**src/bstl_pkg.sv**
```systemverilog
// Package for the binary STL stream parser: constants, item kinds, status codes,
// parse phases and the IEEE single ordered compare used by the bounds tracker.
// No dependencies.
package bstl_pkg;

  localparam int HEADER_BYTES_DEF = 80;
  localparam int RECORD_BYTES_DEF = 50;
  localparam int FLOAT_BYTES      = 48;
  localparam int NUM_BOUNDS       = 6;
  localparam int IN_TDATA_W       = 8;
  localparam int OUT_TDATA_W      = 72;
  localparam int OUT_TUSER_W      = 2;

  typedef enum logic [1:0] {
    KIND_FLOAT  = 2'd0,
    KIND_BOUND  = 2'd1,
    KIND_STATUS = 2'd2
  } kind_t;

  typedef enum logic [1:0] {
    ST_OK       = 2'd0,
    ST_SHORT    = 2'd1,
    ST_MISMATCH = 2'd2
  } status_t;

  typedef enum logic [1:0] {
    PH_HEADER  = 2'd0,
    PH_COUNT   = 2'd1,
    PH_RECORDS = 2'd2,
    PH_TRAIL   = 2'd3
  } phase_t;

  // What the front end hands to the back end for one accepted byte.
  typedef struct packed {
    logic        word_vld;   // a float word completed
    logic [3:0]  word_idx;
    logic [31:0] tri_idx;
    logic [31:0] word;
    logic        eof;
    status_t     st;
    logic [31:0] count;
  } ev_t;

  function automatic logic is_nan(input logic [31:0] a);
    return (a[30:23] == 8'hFF) && (a[22:0] != 23'd0);
  endfunction

  // Ordered a < b; false if either is NaN, signed zeros equal.
  function automatic logic flt_lt(input logic [31:0] a, input logic [31:0] b);
    logic r;
    r = 1'b0;
    if (is_nan(a) || is_nan(b)) r = 1'b0;
    else if ((a[30:0] == 31'd0) && (b[30:0] == 31'd0)) r = 1'b0;
    else if (a[31] != b[31]) r = a[31];
    else if (!a[31]) r = a[30:0] < b[30:0];
    else r = a[30:0] > b[30:0];
    return r;
  endfunction

endpackage

```
**src/binary_stl_stream_parser_bounds.sv**
```systemverilog
// Binary STL parser with bounding box. One byte per cycle sustained.
// A float word passes the front end's event register, the event queue and the output
// register; on end of file the six bound words and the status follow at one per cycle
// while out_tready is high (after the float word when the last byte also completes one).
// Input stalls only while six or more events wait in the queue.
// rst_n synchronous active low; the block also returns to reset after each file.
module binary_stl_stream_parser_bounds #(
  parameter int HEADER_BYTES = bstl_pkg::HEADER_BYTES_DEF,
  parameter int RECORD_BYTES = bstl_pkg::RECORD_BYTES_DEF
) (
  input  logic       clk,
  input  logic       rst_n,
  input  logic       in_tvalid,
  output logic       in_tready,
  input  logic [bstl_pkg::IN_TDATA_W-1:0] in_tdata,   // data_byte
  input  logic       in_tlast,                        // end_of_file
  output logic       out_tvalid,
  input  logic       out_tready,
  output logic [bstl_pkg::OUT_TDATA_W-1:0] out_tdata, // word_index, triangle_index, value, status
  output logic [bstl_pkg::OUT_TUSER_W-1:0] out_tuser, // kind
  output logic       out_tlast                        // last_of_run
);
  import bstl_pkg::*;

  localparam int QDEPTH = 8;

  logic in_acc;
  logic fe_vld, q_empty, q_pop, q_wr;
  ev_t  fe_ev, q_ev, split_ev;
  logic split_r;
  logic [$clog2(QDEPTH):0] q_level;

  // Room for two events still in flight plus this one.
  assign in_tready = (q_level <= 4'(QDEPTH - 3));
  assign in_acc    = in_tvalid && in_tready;

  bstl_front #(.HEADER_BYTES(HEADER_BYTES), .RECORD_BYTES(RECORD_BYTES)) u_front (
    .clk, .rst_n,
    .byte_vld(in_acc), .byte_dat(in_tdata), .byte_eof(in_tlast),
    .ev_vld(fe_vld), .ev(fe_ev)
  );

  assign q_wr = fe_vld;

  bstl_fifo #(.DEPTH(QDEPTH)) u_fifo (
    .clk, .rst_n,
    .wr_en(q_wr), .wr_dat(fe_ev), .rd_en(q_pop),
    .empty(q_empty), .rd_dat(q_ev), .level(q_level)
  );

  // A word and end of file in one entry: word goes first, then entry is reused
  // as a pure end-of-file event.
  logic be_pop;
  always_comb begin
    split_ev = q_ev;
    if (split_r) split_ev.word_vld = 1'b0;
  end
  assign q_pop = be_pop && (!q_ev.word_vld || !q_ev.eof || split_r);

  always_ff @(posedge clk) begin
    if (!rst_n) split_r <= 1'b0;
    else if (be_pop && q_ev.word_vld && q_ev.eof && !split_r) split_r <= 1'b1;
    else if (q_pop) split_r <= 1'b0;
  end

  logic be_pop_raw;
  bstl_back u_back (
    .clk, .rst_n,
    .ev_vld(!q_empty), .ev(split_ev), .ev_pop(be_pop_raw),
    .out_tvalid, .out_tready, .out_tdata, .out_tuser, .out_tlast
  );
  // Back end holds an eof-with-word entry; release it to the split logic.
  assign be_pop = be_pop_raw || (!q_empty && (!out_tvalid || out_tready)
                                 && split_ev.word_vld && split_ev.eof);

  property p_last_is_status;
    @(posedge clk) disable iff (!rst_n)
      (out_tvalid && out_tlast) |-> (out_tuser == KIND_STATUS);
  endproperty
  a_last_is_status: assert property (p_last_is_status) else $error("tlast on non-status");

  property p_no_overflow;
    @(posedge clk) disable iff (!rst_n) q_level <= 4'(QDEPTH);
  endproperty
  a_no_overflow: assert property (p_no_overflow) else $error("event queue overflow");

endmodule

```
**src/bstl_front.sv**
```systemverilog
// Front end: byte parser. Tracks header, count and record positions and
// assembles float words. Depends on bstl_pkg.
module bstl_front #(
  parameter int HEADER_BYTES = bstl_pkg::HEADER_BYTES_DEF,
  parameter int RECORD_BYTES = bstl_pkg::RECORD_BYTES_DEF
) (
  input  logic          clk,
  input  logic          rst_n,
  input  logic          byte_vld,
  input  logic [7:0]    byte_dat,
  input  logic          byte_eof,
  output logic          ev_vld,
  output bstl_pkg::ev_t ev
);
  import bstl_pkg::*;

  localparam logic [6:0] HDR_LAST = 7'(HEADER_BYTES - 1);
  localparam logic [5:0] REC_LAST = 6'(RECORD_BYTES - 1);
  localparam logic [5:0] FLT_END  = 6'(FLOAT_BYTES);

  phase_t      phase_r, phase_nxt;
  logic [6:0]  hpos_r, hpos_nxt;
  logic [5:0]  rpos_r, rpos_nxt;
  logic [23:0] asm_r, asm_nxt;
  logic [31:0] count_r, count_nxt;
  logic [31:0] done_r, done_nxt;
  logic [31:0] full_w;
  ev_t         ev_nxt;

  assign full_w = {byte_dat, asm_r};

  always_comb begin
    phase_nxt = phase_r;
    hpos_nxt  = hpos_r;
    rpos_nxt  = rpos_r;
    asm_nxt   = asm_r;
    count_nxt = count_r;
    done_nxt  = done_r;
    ev_nxt    = '0;
    unique case (phase_r)
      PH_HEADER: begin
        hpos_nxt = hpos_r + 7'd1;
        if (hpos_r >= HDR_LAST) begin
          phase_nxt = PH_COUNT;
          rpos_nxt  = '0;
        end
      end
      PH_COUNT: begin
        if (rpos_r[1:0] != 2'd3) begin
          asm_nxt[8*rpos_r[1:0] +: 8] = byte_dat;
          rpos_nxt = rpos_r + 6'd1;
        end else begin
          count_nxt = full_w;
          asm_nxt   = '0;
          rpos_nxt  = '0;
          phase_nxt = (full_w != 32'd0) ? PH_RECORDS : PH_TRAIL;
        end
      end
      PH_RECORDS: begin
        if (rpos_r < FLT_END) begin
          if (rpos_r[1:0] != 2'd3) begin
            asm_nxt[8*rpos_r[1:0] +: 8] = byte_dat;
          end else begin
            asm_nxt         = '0;
            ev_nxt.word_vld = 1'b1;
            ev_nxt.word_idx = rpos_r[5:2];
            ev_nxt.tri_idx  = done_r;
            ev_nxt.word     = full_w;
          end
        end
        rpos_nxt = rpos_r + 6'd1;
        if (rpos_r >= REC_LAST) begin
          rpos_nxt = '0;
          done_nxt = done_r + 32'd1;
          if (done_nxt >= count_r) phase_nxt = PH_TRAIL;
        end
      end
      PH_TRAIL: ;
      default: ;
    endcase
    ev_nxt.eof   = byte_eof;
    ev_nxt.count = count_nxt;
    if (phase_nxt == PH_HEADER || phase_nxt == PH_COUNT) ev_nxt.st = ST_SHORT;
    else if (done_nxt < count_nxt) ev_nxt.st = ST_MISMATCH;
    else ev_nxt.st = ST_OK;
  end

  always_ff @(posedge clk) begin
    if (!rst_n || (byte_vld && byte_eof)) begin
      phase_r <= PH_HEADER;
      hpos_r  <= '0;
      rpos_r  <= '0;
      asm_r   <= '0;
      count_r <= '0;
      done_r  <= '0;
    end else if (byte_vld) begin
      phase_r <= phase_nxt;
      hpos_r  <= hpos_nxt;
      rpos_r  <= rpos_nxt;
      asm_r   <= asm_nxt;
      count_r <= count_nxt;
      done_r  <= done_nxt;
    end
  end

  always_ff @(posedge clk) begin
    if (!rst_n) ev_vld <= 1'b0;
    else ev_vld <= byte_vld && (ev_nxt.word_vld || byte_eof);
  end

  always_ff @(posedge clk) begin
    if (byte_vld) ev <= ev_nxt;
  end

endmodule

```
**src/bstl_fifo.sv**
```systemverilog
// Short event queue between parser and emitter.
// Depends on bstl_pkg.
module bstl_fifo #(
  parameter int DEPTH = 4
) (
  input  logic          clk,
  input  logic          rst_n,
  input  logic          wr_en,
  input  bstl_pkg::ev_t wr_dat,
  input  logic          rd_en,
  output logic          empty,
  output bstl_pkg::ev_t rd_dat,
  output logic [$clog2(DEPTH):0] level
);
  import bstl_pkg::*;

  localparam int AW = $clog2(DEPTH);

  ev_t           mem_r [DEPTH];
  logic [AW-1:0] wp_r, rp_r;
  logic [AW:0]   cnt_r;

  assign empty  = (cnt_r == '0);
  assign rd_dat = mem_r[rp_r];
  assign level  = cnt_r;

  always_ff @(posedge clk) begin
    if (!rst_n) begin
      wp_r  <= '0;
      rp_r  <= '0;
      cnt_r <= '0;
    end else begin
      if (wr_en) wp_r <= (wp_r == AW'(DEPTH - 1)) ? '0 : wp_r + 1'b1;
      if (rd_en) rp_r <= (rp_r == AW'(DEPTH - 1)) ? '0 : rp_r + 1'b1;
      cnt_r <= cnt_r + (AW+1)'(wr_en) - (AW+1)'(rd_en);
    end
  end

  always_ff @(posedge clk) begin
    if (wr_en) mem_r[wp_r] <= wr_dat;
  end

endmodule

```
**src/bstl_back.sv**
```systemverilog
// Back end: emits float words, tracks bounds, and on end of file emits six
// bound words and the status word. Depends on bstl_pkg.
module bstl_back (
  input  logic          clk,
  input  logic          rst_n,
  input  logic          ev_vld,
  input  bstl_pkg::ev_t ev,
  output logic          ev_pop,
  output logic          out_tvalid,
  input  logic          out_tready,
  output logic [bstl_pkg::OUT_TDATA_W-1:0] out_tdata,
  output logic [bstl_pkg::OUT_TUSER_W-1:0] out_tuser,
  output logic          out_tlast
);
  import bstl_pkg::*;

  logic [31:0] bnd_r [NUM_BOUNDS];
  logic        seeded_r;
  logic [2:0]  sub_r;      // 0 float / first bound, then bounds, 6 = status
  logic        busy_eof;
  logic        load;
  logic        fire;
  logic [2:0]  axis2;
  logic [31:0] bval;
  kind_t       kind_c;
  logic [3:0]  widx_c;
  logic [31:0] tri_c, val_c;
  status_t     st_c;
  logic        last_c;

  assign busy_eof = ev_vld && ev.eof && !ev.word_vld;
  assign load     = !out_tvalid || out_tready;
  assign fire     = ev_vld && load;

  // Float word goes out first; an end of file on the same byte follows it.
  always_comb begin
    kind_c = KIND_FLOAT;
    widx_c = ev.word_idx;
    tri_c  = ev.tri_idx;
    val_c  = ev.word;
    st_c   = ST_OK;
    last_c = 1'b0;
    bval   = ((ev.st == ST_OK) && (ev.count != 32'd0)) ? bnd_r[sub_r] : 32'd0;
    if (busy_eof) begin
      if (sub_r == 3'd6) begin
        kind_c = KIND_STATUS;
        widx_c = '0;
        tri_c  = ev.count;
        val_c  = '0;
        st_c   = ev.st;
        last_c = 1'b1;
      end else begin
        kind_c = KIND_BOUND;
        widx_c = {1'b0, sub_r};
        tri_c  = '0;
        val_c  = bval;
      end
    end
  end

  assign ev_pop = fire && (busy_eof ? (sub_r == 3'd6) : !ev.eof);

  always_ff @(posedge clk) begin
    if (!rst_n) sub_r <= '0;
    else if (fire && busy_eof) sub_r <= (sub_r == 3'd6) ? 3'd0 : sub_r + 3'd1;
  end

  always_ff @(posedge clk) begin
    if (!rst_n) out_tvalid <= 1'b0;
    else if (load) out_tvalid <= ev_vld;
  end

  always_ff @(posedge clk) begin
    if (fire) begin
      out_tdata <= {2'b00, st_c, val_c, tri_c, widx_c};
      out_tuser <= kind_c;
      out_tlast <= last_c;
    end
  end

  // Vertex word to its min/max pair: x words 0/1, y words 2/3, z words 4/5.
  always_comb begin
    case (ev.word_idx) inside
      4'd4, 4'd7, 4'd10: axis2 = 3'd2;
      4'd5, 4'd8, 4'd11: axis2 = 3'd4;
      default:           axis2 = 3'd0;
    endcase
  end

  always_ff @(posedge clk) begin
    if (!rst_n) begin
      seeded_r <= 1'b0;
      for (int i = 0; i < NUM_BOUNDS; i++) bnd_r[i] <= '0;
    end else if (fire && busy_eof && sub_r == 3'd6) begin
      seeded_r <= 1'b0;
      for (int i = 0; i < NUM_BOUNDS; i++) bnd_r[i] <= '0;
    end else if (fire && ev.word_vld && ev.word_idx >= 4'd3) begin
      if (!seeded_r) begin
        bnd_r[axis2]        <= ev.word;
        bnd_r[axis2 + 3'd1] <= ev.word;
        if (ev.word_idx == 4'd5) seeded_r <= 1'b1;
      end else begin
        if (flt_lt(ev.word, bnd_r[axis2]))        bnd_r[axis2]        <= ev.word;
        if (flt_lt(bnd_r[axis2 + 3'd1], ev.word)) bnd_r[axis2 + 3'd1] <= ev.word;
      end
    end
  end

endmodule

```
**config.mk**
```make
export PLATFORM = sky130hd
export DESIGN_NAME = binary_stl_stream_parser_bounds
export DESIGN_NICKNAME = d
export VERILOG_FILES = /design/src/bstl_pkg.sv /design/src/binary_stl_stream_parser_bounds.sv /design/src/bstl_front.sv /design/src/bstl_fifo.sv /design/src/bstl_back.sv
export SDC_FILE = /design/constraint.sdc
export NUM_CORES = 2
export LEC_CHECK = 0
export BUFFER_PORTS_ARGS = -buffer_cell sky130_fd_sc_hd__clkbuf_2
export CAP_MARGIN = 0
export CORE_MARGIN = 10
export CORE_UTILIZATION = 51
export CTS_CLUSTER_DIAMETER = 60
export DETAILED_ROUTE_END_ITERATION = 12
export HOLD_SLACK_MARGIN = 0.12
export PLACE_DENSITY = 0.67
export SLEW_MARGIN = 20
export SYNTH_ARGS = -nofsm -noshare
export SYNTH_HDL_FRONTEND = slang
export SYNTH_HIERARCHICAL = 1
export SYNTH_SLANG_ARGS = --single-unit
export TNS_END_PERCENT = 1
```
**constraint.sdc**
```tcl
create_clock -name clk -period 11.05 [get_ports clk]
set_input_delay 2.21 -clock clk [delete_from_list [all_inputs] [get_ports clk]]
set_output_delay 2.21 -clock clk [all_outputs]
set_load 0.02 [all_outputs]
```
==> results_dict.tcl <==
set metrics [dict create \
    num_vias 35776 \
    gp_congestion 0.979 \
    crit_chain "mux4_2, mux2_2, nor4b_2, buf_4, a31oi_4, buf_4, o22ai_1, nor2_1, ha_1, a21oi_1, a221oi_1, a2111oi_0, o211a_1, mux2_2, o211a_1, a311oi_4, buf_4, o21ai_4, buf_4" \
    powerDensity_nw_per_um2 235 \
    via_per_inst 6.20 \
    period_needed_ns 8.19 \
    grt_pass1_wl_um 233000 \
    layout_commonest_cell "edfxtp_1" \
    post-cts-setup-buffers 0 \
    drc_errors 0 \
    ys_warn_count 6 \
    hold_class "reg -> reg" \
    grt_use_total_pct 22.6 \
    final_cell_mix "edfxtp_1 (1264), mux4_2 (272), nor3_1 (230)" \
    critPathArrivalTime_ns 8.64 \
    netlist_area_sq_um 61700 \
    hold_viol 0 \
    numClockSinks 1390 \
    synthTopCellsByArea "edfxtp_1 (62%), mux4_2 (9.9%), dfxtp_1 (4.1%)" \
    synth_top_cell_area_share_pct 61.6 \
    max_stage_delay_ns 0.95 \
    fin_util_pct 57.3 \
    path_common_cell "buf_4" \
    core_area_sq_um 120000 \
    clock_latency_ns 0.77 \
    nFillCells 9230 \
    leakage_nw 23.4 \
    portBuffers 87 \
    grt_max_degree 153 \
    rsz0062_at_grt "no" \
    whs_ns 0.491 \
    cp-start-kind "flip-flop" \
    nNetsFinal 4193 \
    post_cts_resized 0 \
    path_clk_slew_ns 0.06 \
    maxClockFrequency_mhz 122 \
    synth_cells 3909 \
    antenna_found_initial 2 \
    yosysUniqueCellTypes 91 \
    cts_max_level 4 \
    seq_area_frac_synth_pct 65.6 \
    setup_viol 0 \
    status "finished clean" \
    wl_per_cell_um 26.9 \
    postCtsHoldBufs 0 \
    synthArstFlopShare_pct 0 \
    die_h_um 368 \
    core.rowCount 127 \
    crit_required_ns 11.51 \
    multi_input_area_sq_um 19900 \
    tns_ns 0 \
    die_area_sq_um 135000 \
    drv_slew 0 \
    cts_made_buffers 150 \
    synthFlopType "edfxtp_1" \
    area_delta_synth_final_pct 11.5 \
    root_buffer "clkbuf_16" \
    max-cap-violations 0 \
    ys_ff_latch 1390 \
    synth.avg_cell_area_sq_um 15.8 \
    worst_pin_slew_ns 1.14 \
    crit_path_top_delay_cell "dfxtp_4" \
    drt_first_iter_violations 3777 \
    die_w_um 368 \
    clock_skew_ns 0.0438 \
    wl_um 155000 \
    dr.pass1.iters 6 \
    grt-ovfl-total 0 \
    cp_max_fo 47 \
    end_kind "flip-flop" \
    drive_above_1_share_pct 19.6 \
    maxSlewHeadroom_pct 24.1 \
    cts_tree "built" \
    ant_nets 0 \
    yosys.area.top_type "edfxtp_1" \
    seqCellArea_sq_um 40500 \
    grt_pass1_vias 35575 \
    post-dp-hpwl_um 95500 \
    ir_worst_vdd_v 0.000184 \
    io_pins 90 \
    post-route-period-util_pct 74.1 \
    clockBufferDepth 3 \
    initial_core_util_pct 51.4 \
    crit_type "reg -> reg" \
    synth_edf_count 1264 \
]
[path summary, 6_finish.rpt]
check / end / slack [ns] / cells after the start / startpoint
worst min-delay path: u_front/asm_r[2] / 0.49 / 2 / u_front/asm_r[2]
worst max-delay path: u_back/bnd_r[5][13] / 2.86 / 19 / flip-flop
worst min register to register: u_front/asm_r[2] / 0.49 / 2 / u_front/asm_r[2]
worst max register to register: u_back/bnd_r[5][13] / 2.86 / 19 / flip-flop
[worst max-delay path: cells and delay by family, from the launching register on]
family                     cells  cell delay [ns]
muxes                          3             1.48
adders and majority gates      1             0.33
DFF                            1             0.95
buffers and inverters          4             1.76
AOI/OAI and AO/OA              9             2.69
and+or+nand+nor                2             0.56
[sequential cells by signal, indices dropped and copies added (netlist names), named ones only]
| register | flops |
|---|---|
| u_fifo/mem_r | 832 |
| u_back/bnd_r | 256 |
| u_front/ev | 104 |
| u_back/out_tdata | 70 |
| u_front/count_r | 32 |
| u_front/done_r | 32 |
| u_front/asm_r | 24 |
| u_front/hpos_r | 7 |
| u_front/rpos_r | 6 |
| u_fifo/level | 4 |
| u_back/sub_r | 3 |
| u_fifo/rp_r | 3 |
| u_fifo/wp_r | 3 |
| u_back/out_tuser | 2 |
| split_r | 1 |
| u_back/out_tvalid | 1 |
| u_back/seeded_r | 1 |
| u_front/ev_vld | 1 |
[routing by layer]
metal	wire length [um]	global-route usage [%]
met4	5540	8.57
met3	10500	3.84
met1	63100	29.9
met2	76200	37.6
met5	0	0
[final cells by class]
| class | count | share of cell area [%] |
|---|---|---|
| tap | 1612 | 2.93 |
| clock buffer | 183 | 5.79 |
| clock inverter | 94 | 1.35 |
| antenna | 1 | 0.00364 |
| multi-input combinational | 2212 | 28.9 |
| timing repair buffer | 149 | 1.36 |
| inverter | 130 | 0.713 |
| sequential | 1390 | 58.9 |
[logic make-up (layout without fill, tap and decap cells)]
logic type / after synthesis / after routing / share of synthesized area [%]
buffers and inverters: 372 / 556 / 2.83
adders and majority gates: 148 / 148 / 3.01
muxes: 483 / 483 / 14.1
other: 1 / 67 / 0.00608
xor gates and xnor gates: 99 / 99 / 1.41
DFF: 1390 / 1390 / 65.6
AOI/OAI and AO/OA: 520 / 520 / 5.53
and+or+nand+nor: 896 / 896 / 7.49
[cells in the mapped netlist, types with 46 or more instances]
master and instances:
nand3_1 60, nand4_1 48, nor3_1 232, clkbuf_1 129, dfxtp_1 126, a21oi_1 123
mux2_4 85, o22ai_1 49, and2_1 82, nand2_1 156, xor2_1 59, buf_2 72
nor2_1 168, ha_1 146, edfxtp_1 1264, inv_1 99, mux4_2 272, a211oi_1 46
mux2i_1 103, o21ai_0 107
[power by group]
part           switching, W  leakage, nW  internal, W
clock               0.00208         2.40      0.00285
sequential         0.000515         12.9      0.00658
combinational       0.00265         8.04      0.00151
[per-stage QoR]
step	power (W)	setup slack, ns	instances	instance area [sq um]
floorplan	0.00987	2.77	3974	61900
global placement	0.0113	2.84	5493	63800
detailed placement	0.0113	2.66	5493	63800
CTS	0.0162	2.65	5770	68700
global route	0.0168	2.45	5770	68800
finish	0.0162	2.86	5771	68800
No activity file was read; power rests on OpenSTA's default activity.
